### config.mk
export PLATFORM = sky130hd
export DESIGN_NAME = bpa_ctl
export DESIGN_NICKNAME = d
export VERILOG_FILES = /design/src/hdl/bpa_pkg.sv /design/src/hdl/bpa_ctl.sv
export SDC_FILE = /design/constraint.sdc
export NUM_CORES = 1
export LEC_CHECK = 0
export CAP_MARGIN = 20
export CORE_AREA = 8 8 45 47
export CTS_CLUSTER_SIZE = 40
export DETAILED_ROUTE_END_ITERATION = 8
export DIE_AREA = 0 0 53 55
export DONT_BUFFER_PORTS = 1
export PLACE_DENSITY = 0.65
export SLEW_MARGIN = 20
export SYNTH_ARGS = -nofsm -noshare
export SYNTH_HDL_FRONTEND = slang
export SYNTH_SLANG_ARGS = --single-unit
### constraint.sdc
create_clock -name clk -period 4.7 [get_ports clk]
set_input_delay 0.705 -clock clk [delete_from_list [all_inputs] [get_ports clk]]
set_output_delay 0.705 -clock clk [all_outputs]
set_load 0.05 [all_outputs]
### src/hdl/bpa_pkg.sv
// Shared constants, codes and controller/datapath types of the bitmap page allocator.
package bpa_pkg;

	// Region capacity in pages; the free map holds one bit per page.
	localparam int MAX_PAGES = 65536;

	// Pages held in one word of the free map, handled together in one cycle.
	localparam int WORD_BITS = 8;
	localparam int BIT_W     = $clog2(WORD_BITS);
	localparam int POP_W     = BIT_W + 1;
	localparam int ROWS      = (MAX_PAGES + WORD_BITS - 1) / WORD_BITS;
	localparam int PAGE_W    = ($clog2(MAX_PAGES) > BIT_W) ? $clog2(MAX_PAGES) : BIT_W + 1;
	localparam int ROW_W     = PAGE_W - BIT_W;
	localparam int CNT_W     = PAGE_W + 1;

	// Fixed field widths of the channels.
	localparam int FRAME_W    = 40;
	localparam int NUM_W      = 17;
	localparam int STAT_W     = 2;
	localparam int CFG_IDX_W  = 1;
	localparam int CFG_DATA_W = FRAME_W;
	localparam int CMP_W      = (CNT_W > NUM_W) ? CNT_W : NUM_W;

	localparam logic [NUM_W-1:0] TOTAL_RST = NUM_W'(65536);

	// Request functions.
	localparam logic FN_ALLOC = 1'b0;
	localparam logic FN_FREE  = 1'b1;

	// Result status codes.
	localparam logic [STAT_W-1:0] ST_DONE    = 2'd0;
	localparam logic [STAT_W-1:0] ST_NOFIT   = 2'd1;
	localparam logic [STAT_W-1:0] ST_IGNORED = 2'd2;

	// Configuration register indexes.
	localparam logic [CFG_IDX_W-1:0] REG_BASE_FRAME  = 1'b0;
	localparam logic [CFG_IDX_W-1:0] REG_TOTAL_PAGES = 1'b1;

	typedef struct packed {
		logic              latch;
		logic              scan_start;
		logic              scan_zero;
		logic              upd_start;
		logic              clr_step;
		logic              load_out;
		logic [STAT_W-1:0] code;
	} cmd_t;

	typedef struct packed {
		logic n_zero;
		logic is_free;
		logic fits;
		logic try_last;
		logic in_rng;
		logic found;
		logic scan_fail;
		logic upd_done;
		logic clr_last;
		logic reinit;
	} stat_t;

endpackage

### src/hdl/bpa_ctl.sv
// Controller state machine of the bitmap page allocator.
module bpa_ctl (
	input  logic           clk,
	input  logic           arst_n,
	input  logic           req_valid,
	output logic           req_ready,
	output logic           rsp_valid,
	input  logic           rsp_ready,
	input  bpa_pkg::stat_t stat,
	output bpa_pkg::cmd_t  cmd
);
	import bpa_pkg::*;

	localparam logic [2:0] S_CLEAR = 3'd0;
	localparam logic [2:0] S_IDLE  = 3'd1;
	localparam logic [2:0] S_EVAL  = 3'd2;
	localparam logic [2:0] S_SCAN  = 3'd3;
	localparam logic [2:0] S_PREP  = 3'd4;
	localparam logic [2:0] S_UPD   = 3'd5;
	localparam logic [2:0] S_RESP  = 3'd6;

	logic [2:0]        state_q, state_d;
	logic              pass_b_q, pass_b_d;
	logic [STAT_W-1:0] code_q, code_d;
	logic              out_valid_q;

	always_comb begin
		state_d  = state_q;
		pass_b_d = pass_b_q;
		code_d   = code_q;
		cmd      = '0;
		unique case (state_q)
			S_CLEAR: begin
				cmd.clr_step = 1'b1;
				if (stat.clr_last)
					state_d = S_IDLE;
			end
			S_IDLE: begin
				if (req_valid) begin
					cmd.latch = 1'b1;
					state_d   = S_EVAL;
				end
			end
			S_EVAL: begin
				if (stat.n_zero) begin
					code_d  = ST_IGNORED;
					state_d = S_RESP;
				end else if (!stat.is_free) begin
					if (!stat.fits) begin
						code_d  = ST_NOFIT;
						state_d = S_RESP;
					end else begin
						// Start next-fit from the last run if it is still inside the region.
						cmd.scan_start = 1'b1;
						cmd.scan_zero  = !stat.try_last;
						pass_b_d       = !stat.try_last;
						state_d        = S_SCAN;
					end
				end else if (!stat.in_rng) begin
					code_d  = ST_IGNORED;
					state_d = S_RESP;
				end else begin
					state_d = S_PREP;
				end
			end
			S_SCAN: begin
				if (stat.found) begin
					state_d = S_PREP;
				end else if (stat.scan_fail) begin
					if (!pass_b_q) begin
						cmd.scan_start = 1'b1;
						cmd.scan_zero  = 1'b1;
						pass_b_d       = 1'b1;
					end else begin
						code_d  = ST_NOFIT;
						state_d = S_RESP;
					end
				end
			end
			S_PREP: begin
				cmd.upd_start = 1'b1;
				state_d       = S_UPD;
			end
			S_UPD: begin
				if (stat.upd_done) begin
					code_d  = ST_DONE;
					state_d = S_RESP;
				end
			end
			S_RESP: begin
				if (!out_valid_q || rsp_ready) begin
					cmd.load_out = 1'b1;
					state_d      = S_IDLE;
				end
			end
			default: state_d = S_CLEAR;
		endcase
		// A new region size restarts the clearing pass from any state.
		if (stat.reinit)
			state_d = S_CLEAR;
		cmd.code = code_q;
	end

	always_ff @(posedge clk or negedge arst_n) begin
		if (!arst_n) begin
			state_q     <= S_CLEAR;
			pass_b_q    <= 1'b0;
			code_q      <= ST_DONE;
			out_valid_q <= 1'b0;
		end else begin
			state_q  <= state_d;
			pass_b_q <= pass_b_d;
			code_q   <= code_d;
			if (cmd.load_out)
				out_valid_q <= 1'b1;
			else if (rsp_ready)
				out_valid_q <= 1'b0;
		end
	end

	assign req_ready = (state_q == S_IDLE);
	assign rsp_valid = out_valid_q;

endmodule

==> metrics.txt <==
Top delay family on crit path=simple AND/OR/NAND/NOR gates; sequential share of the synthesized area=0.3279; number of setup buffers added after CTS=0; clock-pin slew on the worst setup and hold paths=approximately 0.05 ns; LEAKAGE=between 0.2 and 0.25 nW; Routed Antenna Nets=0; Core Area=0.001384 mm²; Commonest cells post-synth=7 x dfrtp_1, 6 x nor2_1, 4 x nand2_1, 4 x nand2b_1; post-synth cell types=31; width of the die=53 µm; max-cap violation count=0; Overall Global Routing Usage=0.1003; endpoints failing setup=0; Initial Utilization=0.3861; number of synthesized flops with an enable pin=0; sw power=203.0 µW; Power Density=647.5 mW/mm²; Std-Cell Rows=14; internal power=168.9 µW; clock tree buffer depth=2; Hold Buf Count CTS=0; post-DR vias/cell=5.713; synth warn=0; Area contributors post-synth=dfrtp_1 33%, nand2b_1 4.7%, nor2_1 4.2%; io pins=24; slew margin rel.=0.3698; share of layout cells above drive strength 1=0.1250; Worst path slowest cell=or4b_1; Post-CTS Resized=0; pre-CTS setup slack=1.737 ns; TritonCTS Buffers=3; CP Buf/Inv Count=0; post-synthesis mux area share=0.06089; Area Overhead vs Synth=7.494%; final number of max-transition violations=0; status=finished, final reports clean; Avg Inst Size Synth=8.480 µm²; drt first pass iters=2; clk_skew=between 0.004 and 0.005 ns; largest family of logic cells by synthesized area=simple AND/OR/NAND/NOR gates; pin count of the biggest net entering global routing=16; endpoints failing hold=0; Port Buf Inserts=0; Hold Path Class=input pin to asynchronous set/reset pin; Worst EP required=3.99 ns; Yosys top cell by area=dfrtp_1; Adder-Cell Fraction of Synth Area=0; Max stage delay on crit path=0.72 ns; drt initial violations=6; Die Span Y=55 µm; sw frac=0.5458; clk sinks=7; # H-tree levels=1; Finished Layout Cells=80; clock power share=0.145; critical path launch point type=flop; slew at the pin closest to its max-slew limit=0.9419 ns; Tcrit/Tclk final=0.6637; post-synthesis cell count=63; RSZ-0062 raised after global routing=false; Routed WL=1270 µm; vias in the first global route=469; fmax=320.6 MHz; Critical Path AT=2.41 ns; DR vias=457; Inst Count DP=76; Comb pwr share=0.447; Synth Area in Compound Gates=0.2600; XOR/XNOR Fraction of Synth Area=0; Main synth FF type=dfrtp_1; Post-Synth Simple-Gate Area=0.2951; Peak supply drop=0.0002646 V; ant diodes=0; Synth Cell Area=between 500 and 600 µm²; root buffer cell=clkbuf_4; Placer Congestion=0.7530; WL/cell=15.88 µm; initial antenna violation count=0; first-pass GRT wire length=about 2100 µm; post-synthesis register bit count=7; setup slack after layout=1.581 ns; CP max FO=15; asr flop ratio synth=1.000; setup total negative slack=0 ns; CTS tree=yes; crit path time final=3.119 ns; syn nets=77; gr ovfl total=0; register share of total power=0.408; Final Net Count=79; kind of critical path=flop to output port; Setup crit end kind=output port; top-area cell type share of the netlist area=0.3279; full die area=between 0.002 and 0.003 mm²; Skew-Pair Late Insertion Delay=0.25 ns; cells along the critical path=or4b_1 > o22a_1 > nor2_1; # DRC=0; most frequent cell after synthesis=dfrtp_1
layer usage:
| metal | GRT usage | share of wire | routed length, µm | vias up |
|---|---|---|---|---|
| li1 | - | - | - | 233 |
| met1 | 0.1103 | 0.40 | 503 | 205 |
| met2 | 0.1484 | 0.48 | 609 | 14 |
| met3 | 0.03743 | 0.085 | 108 | 5 |
| met4 | 0.09052 | 0.037 | 47 | 0 |
| met5 | 0 | 0 | 0 | - |
power groups by stage:
stage / Clock (mW) / Combinational (mW) / Sequential [mW]
2_1_floorplan: 0 / 0.169 / 0.126
3_3_place_gp: 0 / 0.166 / 0.152
3_5_place_dp: 0 / 0.168 / 0.153
4_1_cts: 0.0568 / 0.169 / 0.152
5_1_grt: 0.0625 / 0.182 / 0.158
6_report: 0.0540 / 0.166 / 0.152
per-stage QoR:
step	area, µm²	util	total power, mW	hold slack, ns
after floorplan	534.3	-	0.2949	0.4094
after global placement	548.0	0.3960	0.3186	0.4096
after detailed placement	548.0	0.3960	0.3212	0.4096
after CTS	574.3	0.4150	0.3770	0.1343
after global routing	574.3	0.4150	0.4025	0.1218
final	574.3	0.4150	0.3718	0.1431
registers in the layout, indices dropped and copies added, names as in the netlist:
signal     cells
rsp_valid      1
code_q         2
state_q        3
pass_b_q       1
cell families after synthesis:
family          count (synthesis)
simple gates                   28
compound gates                 18
flops                           7
buf+inv                         7
mux                             3
worst paths after layout:
path | cells past startpoint | endpoint | from | slack [ns]
max | 3 | cmd[5] | state_q[0]$_DFFE_PN0P_ | 1.58
max reg2reg | 3 | code_q[1]$_DFFE_PN0P_ | state_q[0]$_DFFE_PN0P_ | 2.84
max in group asynchronous | 0 | code_q[0]$_DFFE_PN0P_ | arst_n | 4.48
min reg2reg | 2 | pass_b_q$_DFFE_PN0P_ | pass_b_q$_DFFE_PN0P_ | 0.59
min in group clk | 1 | state_q[1]$_DFFE_PN0P_ | stat[0] | 0.52
min | 0 | pass_b_q$_DFFE_PN0P_ | arst_n | 0.14
layout by cell type, fill, tap and decap left out, types with 2 or more instances in the layout:
cell type,Yosys,layout
a21oi_1,3,3
a31oi_1,2,2
and2_1,3,3
clkbuf_4,0,3
dfrtp_1,7,7
inv_1,3,3
nand2_1,4,4
nand2b_1,4,4
nand3b_1,2,2
nor2_1,6,6
nor2b_1,3,3
o21a_1,2,2
o21ai_0,2,2
layout make-up:
class	instances	area [µm²]
well taps	16	20.02
repair buffers	1	7.507
fillers	152	809.5
inverters	3	11.26
multi-input cells	49	334.1
clock buffers	4	26.28
flip-flops and latches	7	175.2
Note: power is estimated with default switching activity, not from simulation.
